File: config.mk
export PLATFORM = sky130hd
export DESIGN_NAME = tvr_merge
export DESIGN_NICKNAME = d
export VERILOG_FILES = /design/src/hw/rtl/assert_macros.svh /design/src/hw/rtl/tvr_pkg.sv /design/src/hw/rtl/tvr_merge.sv
export SDC_FILE = /design/constraint.sdc
export NUM_CORES = 1
export LEC_CHECK = 0
export ABC_AREA = 1
export BUFFER_PORTS_ARGS = -buffer_cell sky130_fd_sc_hd__buf_2
export CORE_AREA = 2 2 190 192
export DETAILED_ROUTE_END_ITERATION = 8
export DIE_AREA = 0 0 192 194
export GPL_TIMING_DRIVEN = 0
export HOLD_SLACK_MARGIN = 0.1
export SLEW_MARGIN = 15
export SYNTH_ARGS = -nofsm -noshare
export SYNTH_HDL_FRONTEND = slang
export SYNTH_SLANG_ARGS = --single-unit
export TNS_END_PERCENT = 5
File: constraint.sdc
create_clock -name clk -period 2.2 [get_ports clk]
set_input_delay 0.33 -clock clk [delete_from_list [all_inputs] [get_ports clk]]
set_output_delay 0.33 -clock clk [all_outputs]
set_load 0.01 [all_outputs]
File: src/hw/rtl/assert_macros.svh
// assertion macros for the rtl files; included by tensor_vector_reorient.sv
`ifndef ASSERT_MACROS_SVH
`define ASSERT_MACROS_SVH
`ifndef SYNTHESIS
// property must hold at every clock edge outside reset
`define ASSERT_AT(lbl, clk, rst_n, prop, msg) \
    lbl: assert property (@(posedge clk) disable iff (!rst_n) (prop)) else $error(msg);
// expression must never be true outside reset
`define ASSERT_NEVER(lbl, clk, rst_n, expr, msg) \
    `ASSERT_AT(lbl, clk, rst_n, !(expr), msg)
`else
`define ASSERT_AT(lbl, clk, rst_n, prop, msg)
`define ASSERT_NEVER(lbl, clk, rst_n, expr, msg)
`endif
`endif

File: src/hw/rtl/tvr_pkg.sv
// shared constants and types of the tensor / vector reorientation block
`default_nettype none
package tvr_pkg;

    localparam int DATA_WIDTH_DEF = 32;
    localparam int COEF_WIDTH_DEF = 18;

    // configuration register indexes
    localparam int CFG_IDX_W = 3;
    localparam logic [CFG_IDX_W-1:0] REG_ROT_ROW0   = 3'd0;
    localparam logic [CFG_IDX_W-1:0] REG_ROT_ROW1   = 3'd1;
    localparam logic [CFG_IDX_W-1:0] REG_ROT_ROW2   = 3'd2;
    localparam logic [CFG_IDX_W-1:0] REG_FLIP_MASK  = 3'd3;
    localparam logic [CFG_IDX_W-1:0] REG_TENSOR_MODE = 3'd4;
    localparam logic [CFG_IDX_W-1:0] REG_ABS_OUTPUT = 3'd5;

    // rotation row reset values, packed bits
    localparam logic [63:0] ROT_ROW0_RST = 64'd131072;
    localparam logic [63:0] ROT_ROW1_RST = 64'd17179869184;
    localparam logic [63:0] ROT_ROW2_RST = 64'd2251799813685248;

    // stage enables of one dot-product lane
    typedef struct packed {
        logic mul_en;
        logic sum_en;
    } lane_ctl_t;

endpackage
`default_nettype wire

File: src/hw/rtl/tvr_merge.sv
// merge stage: picks tensor or vector lanes, abs option, border zeroing, output register
`default_nettype none
module tvr_merge #(
    parameter int DATA_WIDTH = tvr_pkg::DATA_WIDTH_DEF
) (
    input  wire logic                          clk,
    input  wire logic                          en,
    input  wire logic signed [DATA_WIDTH-1:0]  tens_res [6],
    input  wire logic signed [DATA_WIDTH+2:0]  vec_sum [3],
    input  wire logic                          border,
    input  wire logic                          tensor_mode,
    input  wire logic                          abs_output,
    output logic signed [DATA_WIDTH-1:0]       res [6]
);
    localparam int VW = DATA_WIDTH + 4;

    logic signed [VW-1:0]         mag [3];
    logic signed [DATA_WIDTH-1:0] vec_res [3];
    logic signed [DATA_WIDTH-1:0] res_next [6];
    logic signed [DATA_WIDTH-1:0] res_reg [6];

    always_comb
    begin
        for (int i = 0; i < 3; i++)
        begin
            mag[i] = VW'(vec_sum[i]);
            if (abs_output && vec_sum[i][DATA_WIDTH+2])
            begin
                mag[i] = -mag[i];
            end
            if ((&mag[i][VW-1:DATA_WIDTH-1]) || !(|mag[i][VW-1:DATA_WIDTH-1]))
            begin
                vec_res[i] = mag[i][DATA_WIDTH-1:0];
            end
            else
            begin
                vec_res[i] = {mag[i][VW-1], {(DATA_WIDTH-1){~mag[i][VW-1]}}};
            end
        end
        for (int i = 0; i < 6; i++)
        begin
            if (border)
            begin
                res_next[i] = '0;
            end
            else if (tensor_mode)
            begin
                res_next[i] = tens_res[i];
            end
            else if (i < 3)
            begin
                res_next[i] = vec_res[i % 3];
            end
            else
            begin
                res_next[i] = '0;
            end
        end
    end

    always_ff @(posedge clk)
    begin
        if (en)
        begin
            res_reg <= res_next;
        end
    end

    assign res = res_reg;
endmodule
`default_nettype wire
After elaboration in Yosys (flattened, before gate mapping)
Cells that the tools add are included.
Storage, ports and cells
  bits in registers: 192
  latch bits: 0
  RAM bits: 0
  bits in read-only memories: 0
  input bits: 302
  output and inout bits: 192
  word-level logic and storage cells: 38
  memories: 0
Operators by class
  $add $sub $neg: 3
  multipliers: 0
  div/mod/pow operators: 0
  $lt $le $gt $ge: 0
  eq/ne operators: 0
  shift-type cells: 0
  mux-type cells: 9
  bitwise logic cells: 4
  reductions and logical operators: 16
Operators by type and width (count)
  32-bit 2-to-1 mux: 6
  36-bit 2-to-1 mux: 3
  35-bit negator with 36-bit output: 3
  5-bit AND reduction: 3
  5-bit OR reduction: 3
  1-bit NOT: 4
  1-bit logical AND: 3
  1-bit zero test: 3
  1-bit logical OR: 3
  2-bit OR reduction: 1

Longest topological paths before layout
Gate-level depths: netlist of run 1.
  depth in word-level cells: 7
  gate-level depth with buffers: 17
  gate-level depth less buffers: 15

Least setup slack after synthesis of run 1
Ideal clock, no wire load.
  path kind: input to register
  start point: input port vec_sum[1] in the netlist's numbering
  end point: register res_reg (netlist bit res[110]), data pin
  library setup time: 0.259 ns
  arrival time: 1.800 ns
  slack: 0.142 ns
  stages: 14
  buffers on the path: 1
  cell sequence: inv_1 > ha_1 > nand3_1 > nor2_2 > nand2_1 > nand2_2 > nand3_1 > nand2_1 > nand2_1 > nor2_1 > nand2_1 > a21oi_4 > buf_6 > a21oi_1
On the way
  cells in the longest elaborated chain, start to end: 7
RTL lines
  start, declared: RTL line tvr_merge.sv:9  | input wire logic signed [DATA_WIDTH+2:0] vec_sum [3],
  35-bit negator with 36-bit output (*): RTL line tvr_merge.sv:29  | mag[i] = -mag[i];
  36-bit 2-to-1 mux (*): RTL line tvr_merge.sv:27  | if (abs_output && vec_sum[i][DATA_WIDTH+2])
  5-bit OR reduction: RTL line tvr_merge.sv:31  | if ((&mag[i][VW-1:DATA_WIDTH-1]) || !(|mag[i][VW-1:DATA_WIDTH-1]))
  1-bit zero test: RTL line tvr_merge.sv:31
  1-bit logical OR: RTL line tvr_merge.sv:31
  32-bit 2-to-1 mux (*): RTL line tvr_merge.sv:31
  32-bit 2-to-1 mux (*): RTL line tvr_merge.sv:46  | else if (tensor_mode)
  end signal, assigned: RTL line tvr_merge.sv:65  | res_reg <= res_next;
  end, declared: RTL line tvr_merge.sv:20  | logic signed [DATA_WIDTH-1:0] res_reg [6];
Every way passes the cells marked *; elsewhere a longest branch is shown, timed or not.
A chain may end at the register's enable or synchronous reset.

Final worst setup path of run 1
  start point: input port vec_sum[35] in the netlist's numbering
  end point: register res_reg (netlist bit res[154]), data pin
Same word-level chain as after synthesis.

==> results.md, run 1 <==
* Total leakage power at about 0.007 uW
* Portion of total power attributed to the clock network at 31.8%
* Gr ovfl total at 0
* Class of the most critical setup path: in -> reg
* Storage cell area at 0.00577 mm2
* Sum of routed wire length over all layers at roughly 40,000 um
* Switching share of power at 29.8%
* DRC at 0
* Count of H-tree levels built during CTS at 4
* Power Dens Cells at around 630 mW/mm2
* Number of hold-slack violations in the final timing report at 0
* Hold_buf cts at 0
* Multi-input logic area at around 0.0046 mm2
* Number of global-route vias before repair at 10,800
* Net switching power at around 2800 uW
* Post-route setup slack at 0.168 ns
* Vias per Instance at between 4 and 5
* Number of routed nets with antenna violations at 0
* Proportion of synthesized flip-flops having asynchronous set or reset at 0%
* Yosys warns at 0
* Setup TNS at 0 ns
* Final-layout worst hold slack at 0.165 ns
* Die boundary width at 192 um
* Final-layout fill cell count at 3,639
* First-pass GRT wire length at 59,300 um
* Via total after detailed routing at between 10,000 and 15,000
* Number of max-cap violations at 0
* Nature of the critical path endpoint: register
* Synthesized area at roughly 0.011 mm2
* Antenna violations before repair at 12
* Number of flip-flops under the largest register name at between 150 and 200
* Worst slack at placement at -0.677 ns
* Clock tree from TritonCTS: built
* Highest net fanout along the worst path at 4
* Cells traversed along the worst timing path: buf_2, inv_1, ha_2, nand2_1, nor3_1, nand3_1, o21ai_2, xor2_1, inv_1, nand2_1, a21oi_1
* Count of different cell masters after synthesis at 35
* Data arrival at the endpoint of the critical path at about 2.2 ns
* Max-slew headroom at 51.5%
* Number of flops mapped to enable cells by yosys at between 150 and 200
* Half-perimeter wire length after detailed placement at 32,300 um
* Total number of clock tree sinks at about 190
* Buffer cell driving the clock tree root: clkbuf_16
* Simple-gate portion of the synthesized area at 21.6%
* DR WL/cell at around 17 um
* Area of the die at ~0.037 mm2
* Hold Path Cell Cnt at 3
* Complex-gate fraction of the synthesized area at between 10% and 20%
* Net count reported at finish at roughly 2,200
* Number of CTS-inserted buffers at 17
* Outcome: completed
* Share of the synthesized netlist area taken by xor and xnor gates at ~6.5%
* Hold wc startpoint: tens_res[80]
* Core region area at around 0.035 mm2
* Starting density of the core at 32.2%
* CP Launch Type: primary input
* Achievable Freq at 492 MHz
* Sequential cell area fraction in the yosys report at between 50% and 60%
* Final weighted congestion in routability-driven placement at ~0.94
* Required time reported for the critical path endpoint at between 2 and 2.5 ns
* Adder-Cell Fraction of Synth Area at less than 1%
* Maximum VDD drop at about 640 uV
* Gate count of the mapped netlist at ~1,400
* Number of slew-limit violations in the final report at 0
* Mean instance size in the synthesized netlist at roughly 8.4 um2
* Number of register bits inferred by synthesis at between 150 and 200
* Layout overhead on the synthesized area at 33.5%
* Tightest Pin Transition at a little over 0.7 ns
* Largest family of logic cells by synthesized area: simple AND/OR/NAND/NOR gates
* Minimum clock period after layout at 2.03 ns
* Count of input and output buffers at between 400 and 500
* Total power after layout at 9470 uW
* Critical-path cell with the highest stage delay: nor3_1
* Int Pwr at between 6000 and 7000 uW
* Number of buffers on the longest clock path at 2
* Classification of the worst-slack hold path: in -> reg
* Layout cell share with drive strength beyond 1 at around a third
* Number of detailed-route iterations in the first pass at 5
* Clock transition at the register clock pins on the worst setup and hold paths after CTS at 0.08 ns
* Number of placement rows at 69
* IO Pins at 494
* Fraction of synthesized area in multiplexers at 0%
* GRT Util Overall at 20.9%
* Share of the clock period used by the worst path after layout at 92.4%
* Gate power share at a little over a fifth
* Portion of total power attributed to sequential cells at between 40 and 50%
* Overall die height at ~190 um
* Maximum number of pins on one net before global-route repair at 109
* Hold-critical path endpoint: res[80]
* Final setup violating endpoints at 0
* Most used flip-flop cell after synthesis: edfxtp_1
* Largest incremental delay on the critical path at about 0.40 ns
* First-iteration detailed-routing DRC count at 576
* Synthesized netlist net count at 1,660
* Unrepaired setup endpoints after global routing: yes
power by group through the flow:
stage          registers [uW]  clock network, uW  logic (uW)
6_report                 4450               3010        2020
5_1_grt                  4470               3190        2240
4_1_cts                  4450               3070        2000
3_5_place_dp             4530                  0        1990
3_3_place_gp             4540                  0        1980
2_1_floorplan            4700                  0         840
synth_stat cells, drive strengths merged, types with 11 or more instances:
cell	instances	share of area, %
nor2	306	10
nand2	230	7.9
edfxtp	192	51
inv	168	5.6
o21ai	128	5.7
a21oi	110	5.9
xor2	48	3.7
clkbuf	38	1.3
nand3	38	1.8
xnor2	36	2.8
buf	23	1.9
nand4	11	0.61
metrics by stage:
stage	cell area, um2	utilization, %	cells
after global placement	14400	40.8	2308
after global routing	15100	42.9	2353
after floorplan	11300	-	1355
after detailed placement	14400	40.9	2309
after CTS	15000	42.5	2341
final	15100	43.0	2355
worst max-delay path: cells and delay by family:
kind	cells	cell delay, ns
AO/OA/AOI/OAI	2	0.36
buffers and inverters	3	0.26
adder cells (fa/ha/maj)	1	0.22
AND/OR/NAND/NOR	4	0.88
XOR/XNOR	1	0.18
layout make-up:
class	instances	area share [%]
inverters	168	4.17
well taps	461	3.81
flip-flops and latches	192	38.1
plain buffers	61	2.56
clock buffers	20	2.89
diodes	9	0.149
multi-input cells	934	30.7
clock inverters	12	0.678
repair buffers	498	17.0
worst max path at each step:
stage           startpoint       end  depth (start not counted)
2_1_floorplan   vec_sum[1]  res[110]                         14
3_3_place_gp            en  res[112]                          1
3_5_place_dp   vec_sum[35]  res[128]                         15
4_1_cts        vec_sum[35]  res[128]                         15
5_1_grt        vec_sum[35]  res[158]                         12
6_report       vec_sum[35]  res[154]                         11
metal layers:
metal | part of all wire, % | GRT usage [%] | vias up
li1 | - | - | 5444
met1 | 39 | 24.1 | 5045
met2 | 50 | 37.1 | 433
met3 | 8.3 | 5.10 | 64
met4 | 2.8 | 8.14 | 6
met5 | 0.11 | 0 | -
cells by family (layout without fill, tap and decap cells):
family,after synthesis,in the layout
fa+ha+maj,3,3
flops,192,192
compound gates,244,244
buf+inv,229,759
simple gates,603,603
xor+xnor,84,84
other cells,0,9
placed cells by master, fill, tap and decap left out, drive strengths merged, types with 36 or more instances in the layout:
master	count
a21oi	110
buf	520
clkbuf	59
edfxtp	192
inv	174
nand2	230
nand3	38
nor2	306
o21ai	128
xnor2	36
xor2	48
timing repair:
item / in CTS / in global routing
gates resized for setup: 4 / 23
endpoints found under the setup margin: 30 / 92
pin swaps: 0 / 5
endpoints found under the hold margin: 0 / 0
gates cloned: 0 / 1
buffers inserted: 0 / 4
Note: power is estimated with default switching activity, not from simulation.
==> run 2, diff against run 1 <==
CORE_AREA = 3 3 188 190   (was 2 2 190 192)
DIE_AREA = 0 0 191 193   (was 0 0 192 194)
clock period = 2.5 ns   (was 2.2 ns; I/O delays follow)
==> results.md, run 2 (synthesis results as in run 1) <==
* Starting density of the core at 33.7% (+1.5 points)
* DR WL/cell at 17.8 um (+5.4%)
* Cell repeated most along the worst path: nand2_1
* Number of flip-flops under the largest register name at 192 (unchanged)
* Clock tree from TritonCTS: built
* Final-layout worst hold slack at 0.220 ns (+0.0544 ns)
* Maximum VDD drop at 489 uV (-24%)
* Half-perimeter wire length after detailed placement at 34,200 um (+5.8%)
* Max-slew headroom at 48.9% (-2.6 points)
* Count of input and output buffers at 492 (unchanged)
* Number of CTS-inserted buffers at 17 (unchanged)
* Via total after detailed routing at 11,000 (-0.21%)
* Kind of cell adding the most delay to the critical path: simple AND/OR/NAND/NOR gates
* Total leakage power at 0.00690 uW (about the same)
* First-pass GRT wire length at 61,000 um (+2.9%)
* Hold Path Cell Cnt at 3 (unchanged)
* Number of detailed-route iterations in the first pass at 5 (unchanged)
* Overall die height at 193 um (-0.52%)
* Class of the most critical setup path: in -> reg
* Total number of clock tree sinks at 192 (unchanged)
* Count of H-tree levels built during CTS at 4 (unchanged)
* GRT Util Overall at 21.8% (+0.89 points)
* Hold_buf cts at 0 (unchanged)
* Final setup violating endpoints at 0 (unchanged)
* Tightest Pin Transition at 0.766 ns (+0.0469 ns)
* Buffers and inverters on the worst path at 3 (unchanged)
* Layout overhead on the synthesized area at 33.2%
* Highest net fanout along the worst path at 10 (+6)
* Fraction of the core area covered by cells at the end of the flow at 44.9% (+2.0 points)
* Most common cell after layout, fill and taps aside: buf_2
* Number of slew-limit violations in the final report at 0 (unchanged)
* Core region area at 0.0336 mm2 (-4.6%)
* Clock transition at the register clock pins on the worst setup and hold paths after CTS at 0.08 ns (about the same)
* Area of the die at 0.0369 mm2 (-1.0%)
* First-iteration detailed-routing DRC count at 560 (-2.8%)
* Minimum clock period after layout at between 2 and 2.5 ns
* Number of global-route vias before repair at 10,800 (+0.22%)
* Power Dens Cells at 570 mW/mm2 (-8.9%)
* Unrepaired setup endpoints after global routing: no
* Data arrival at the endpoint of the critical path at 2.55 ns (+0.31 ns)
* Buffer cell driving the clock tree root: clkbuf_16
* Setup TNS at 0 ns (unchanged)
* Antenna violations before repair at 19 (+7)
* Number of routed nets with antenna violations at 0 (unchanged)
* DRC at 0 (unchanged)
* Worst slack at placement at -0.490 ns (+0.187 ns)
* Number of max-cap violations at 0 (unchanged)
* Classification of the worst-slack hold path: in -> reg
* Achievable Freq at between 400 and 500 MHz
* Vias per Instance at 4.68 (+0.26%)
* Final-layout fill cell count at 3,459 (-4.9%)
* Net count reported at finish at 2,173 (-0.18%)
* Die boundary width at 191 um (-0.52%)
* Largest incremental delay on the critical path at 0.28 ns (-0.12 ns)
* Share of the clock period used by the worst path after layout at 94.6%
* IO Pins at 494 (unchanged)
* CP Launch Type: primary input
* Number of placement rows at 67 (-2.9%)
* Gr ovfl total at 0 (unchanged)
* Critical-path cell with the highest stage delay: buf_4
* Most frequent cells in the layout: 495 x buf_2, 299 x nor2_1, 222 x nand2_1, 192 x edfxtp_1, 165 x inv_1
* Total power after layout at 8610 uW (-9.1%)
* Post-route setup slack at 0.134 ns (-0.0334 ns)
* Layout cell share with drive strength beyond 1 at 32.0% (-0.52 points)
* Maximum number of pins on one net before global-route repair at 80 (-27%)
* Nature of the critical path endpoint: register
* Sum of routed wire length over all layers at 41,800 um (+4.9%)
* Number of hold-slack violations in the final timing report at 0 (unchanged)
* Number of buffers on the longest clock path at 2 (unchanged)
* Cells traversed along the worst timing path: buf_2, inv_1, ha_1, nand2_1, nor2_1, nand2_1, nand2_1, nand3_1, nand2_1, nand2_1, nor2_1, nand2_1, a21oi_4, buf_4, a21oi_1
* Final weighted congestion in routability-driven placement at 0.930 (-0.99%)
* Stages on the worst setup path at 15 (+4)
* Outcome: completed
* Required time reported for the critical path endpoint at 2.68 ns (+0.28 ns)
==> run 2: cell count changes in the layout (fill, tap and decap cells not counted), moves of 3 or more <==
cell / delta
diode_2: +6
inv_8: +3
inv_6: -3
nand2_2: -3
buf_8: -3
nand2_1: +3
nor2_4: -4
nor2_1: +3
==> run 2: repair_timing <==
| action | 4_1_cts | 5_1_grt |
|---|---|---|
| hold endpoints to repair | 0 | 0 |
| endpoints found under the setup margin | 0 | 27 |
| resized for setup | 0 | 3 |
| setup buffers | 0 | 0 |
==> run 2: routing by layer <==
metal	global-route usage, %	share of wire, %	up-vias
met5	0	0.10	-
met4	9.12	2.8	8
met1	26.2	40	5049
met2	37.8	50	400
met3	5.06	7.5	68
li1	-	-	5444
==> run 2: path summary, 6_finish.rpt <==
kind | slack, ns | endpoint | startpoint
setup / recovery | 0.13 | res[156] | vec_sum[35]
hold / removal | 0.22 | res[86] | tens_res[86]
==> run 2: report_power, final <==
part | internal [uW] | switching [uW] | total [uW] | leakage, uW
logic | 686 | 1080 | 1760 | 0.00476
clock network | 1540 | 1390 | 2930 | 0.000297
registers | 3840 | 68.9 | 3910 | 0.00185
total | 6070 | 2540 | 8610 | 0.00690
==> run 2: stage by stage <==
stage / area [um2] / instances
after floorplan: 11300 / 1355
after global placement: 14400 / 2295
after detailed placement: 14400 / 2297
after CTS: 15000 / 2329
after global routing: 15100 / 2342
final: 15100 / 2344
==> run 2: area by class of cell <==
type / count / area [um2] / share of cell area [%]
well taps: 448 / 561 / 3.71
multi-input cells: 934 / 4590 / 30.4
plain buffers: 61 / 358 / 2.37
flip-flops and latches: 192 / 5770 / 38.2
inverters: 168 / 631 / 4.18
clock inverters: 14 / 195 / 1.29
repair buffers: 494 / 2530 / 16.7
diodes: 15 / 37.5 / 0.249
clock buffers: 18 / 429 / 2.84
==> run 3, diff against run 2 <==
CTS_BUF_LIST = sky130_fd_sc_hd__clkbuf_4 sky130_fd_sc_hd__clkbuf_8   (was default)
==> results.md, run 3 (synthesis results as in run 1) <==
* Outcome: completed
* Cells traversed along the worst timing path: buf_2, inv_1, ha_1, nand2_1, nor2_1, nand2_1, nand2_1, nand3_1, nand2_1, nand2_1, nor2_1, nand2_1, a21oi_4, buf_4, a21oi_1
* Class of the most critical setup path: in -> reg
* Overall die height at 193 um (unchanged)
* Most common cell after layout, fill and taps aside: buf_2
* GRT Util Overall at 21.8% (-0.054 points)
* Largest incremental delay on the critical path at 0.28 ns (about the same)
* Post-route setup slack at 0.198 ns (+0.0638 ns)
* Setup repair bufs after CTS at 0 (unchanged)
* Via total after detailed routing at 11,000 (+0.12%)
* Sum of routed wire length over all layers at 41,900 um (+0.17%)
* Half-perimeter wire length after detailed placement at 34,200 um (unchanged)
* Unrepaired setup endpoints after global routing: no
* Net count reported at finish at 2,173 (unchanged)
* Final weighted congestion in routability-driven placement at 0.930 (unchanged)
* Maximum VDD drop at 293 uV (-40%)
* Achievable Freq at 434 MHz (+2.8%)
* Data arrival at the endpoint of the critical path at 2.54 ns (about the same)
* Most frequent cells in the layout: 495 x buf_2, 299 x nor2_1, 222 x nand2_1, 192 x edfxtp_1, 165 x inv_1
* Nature of the critical path endpoint: register
* CP Launch Type: primary input
* Buffers and inverters on the worst path at 3 (unchanged)
* Maximum number of pins on one net before global-route repair at 80 (unchanged)
* Number of detailed-route iterations in the first pass at 4 (-1)
* Final-layout worst hold slack at 0.167 ns (-0.0528 ns)
* Gr ovfl total at 0 (unchanged)
* Number of buffers on the longest clock path at 2 (unchanged)
* Minimum clock period after layout at 2.30 ns (-0.0638 ns)
* Total leakage power at 0.00682 uW (-1.2%)
* First-iteration detailed-routing DRC count at 615 (+9.8%)
* Critical-path cell with the highest stage delay: buf_4
* Vias per Instance at 4.68 (about the same)
* Cell repeated most along the worst path: nand2_1
* Hold wc startpoint: tens_res[86]
* Clock tree from TritonCTS: built
* Required time reported for the critical path endpoint at 2.73 ns (+0.05 ns)
* Die boundary width at 191 um (unchanged)
* Number of max-cap violations at 0 (unchanged)
* Total number of clock tree sinks at 192 (unchanged)
* Number of hold-slack violations in the final timing report at 0 (unchanged)
* Core region area at 0.0336 mm2 (unchanged)
* Starting density of the core at 33.7% (unchanged)
* Classification of the worst-slack hold path: in -> reg
* Antenna violations before repair at 19 (unchanged)
* IO Pins at 494 (unchanged)
* Number of CTS-inserted buffers at 17 (unchanged)
* Number of slew-limit violations in the final report at 0 (unchanged)
* Number of flip-flops under the largest register name at 192 (unchanged)
* Count of H-tree levels built during CTS at 4 (unchanged)
* Area of the die at 0.0369 mm2 (unchanged)
* Layout cell share with drive strength beyond 1 at 32.1% (+0.053 points)
* Hold-critical path endpoint: res[86]
* Kind of cell adding the most delay to the critical path: simple AND/OR/NAND/NOR gates
* Worst slack at placement at -0.490 ns (unchanged)
* Highest net fanout along the worst path at 10 (unchanged)
* Max-slew headroom at 48.9% (about the same)
* Buffer cell driving the clock tree root: clkbuf_8
* Final setup violating endpoints at 0 (unchanged)
* First-pass GRT wire length at 60,900 um (-0.23%)
* Setup TNS at 0 ns (unchanged)
* Clock transition at the register clock pins on the worst setup and hold paths after CTS at 0.11 ns (+0.03 ns)
* Final-layout fill cell count at 3,481 (+0.64%)
* Count of input and output buffers at 492 (unchanged)
* Layout overhead on the synthesized area at 31.6%
* DRC at 0 (unchanged)
* Share of the clock period used by the worst path after layout at 92.1% (-2.6 points)
* Hold Path Cell Cnt at 3 (unchanged)
* Number of routed nets with antenna violations at 0 (unchanged)
* Power Dens Cells at 533 mW/mm2 (-6.5%)
* Tightest Pin Transition at 0.766 ns (+0.0000402 ns)
* Number of placement rows at 67 (unchanged)
* Number of global-route vias before repair at 10,800 (-0.31%)
* DR WL/cell at 17.8 um (about the same)
## run 3: cell types whose count changed in the layout (fill, tap and decap cells not counted)
cell       before  now
diode_2        15   17
clkbuf_16      17    0
clkbuf_4        0    1
clkbuf_1       39   38
clkbuf_8        0   17
## run 3: metrics by stage
step / total power (uW) / utilization, % / cells / instance area (um2)
after floorplan: 4870 / - / 1355 / 11300
after global placement: 5740 / 42.7 / 2295 / 14400
after detailed placement: 5760 / 42.9 / 2297 / 14400
after CTS: 8020 / 44.2 / 2329 / 14900
after global routing: 8360 / 44.3 / 2343 / 14900
final: 7950 / 44.4 / 2346 / 14900
## run 3: per-layer routing
metal / vias to the layer above / wire length (um) / part of all wire (%) / track usage (%)
met4: 6 / 1320 / 3.1 / 9.20
met3: 69 / 2910 / 7.0 / 5.08
met5: - / 39 / 0.093 / 0
met2: 391 / 20800 / 50 / 37.6
li1: 5441 / - / - / -
met1: 5075 / 16800 / 40 / 26.2
## run 3: worst max-delay path by stage
stage	end	start	slack, ns	cells past startpoint
floorplan	res[110]	vec_sum[1]	0.40	14
global placement	res[126]	en	-1.58	1
detailed placement	res[157]	vec_sum[35]	-0.49	15
CTS	res[157]	vec_sum[35]	0.07	15
global route	res[157]	vec_sum[35]	0.08	15
finish	res[156]	vec_sum[35]	0.20	15
## run 3: cell type report
class	instances	area [um2]	area share (%)
antenna	17	42.5	0.285
buffer	61	358	2.40
clock buffer	18	241	1.62
clock inverter	14	195	1.31
inverter	168	631	4.23
multi-input combinational	934	4590	30.8
sequential	192	5770	38.7
tap	448	561	3.76
timing repair buffer	494	2530	16.9
## run 3: what timing repair did
item                                   CTS  global route
endpoints found under the hold margin    0             0
setup endpoints to repair                0            10
hold buffers                             0             0
gates resized for setup                  0             3
## run 3: where the power goes
part	internal [uW]	total, uW	switching (uW)
sequential	3840	3910	68.6
combinational	686	1760	1080
clock	958	2270	1310
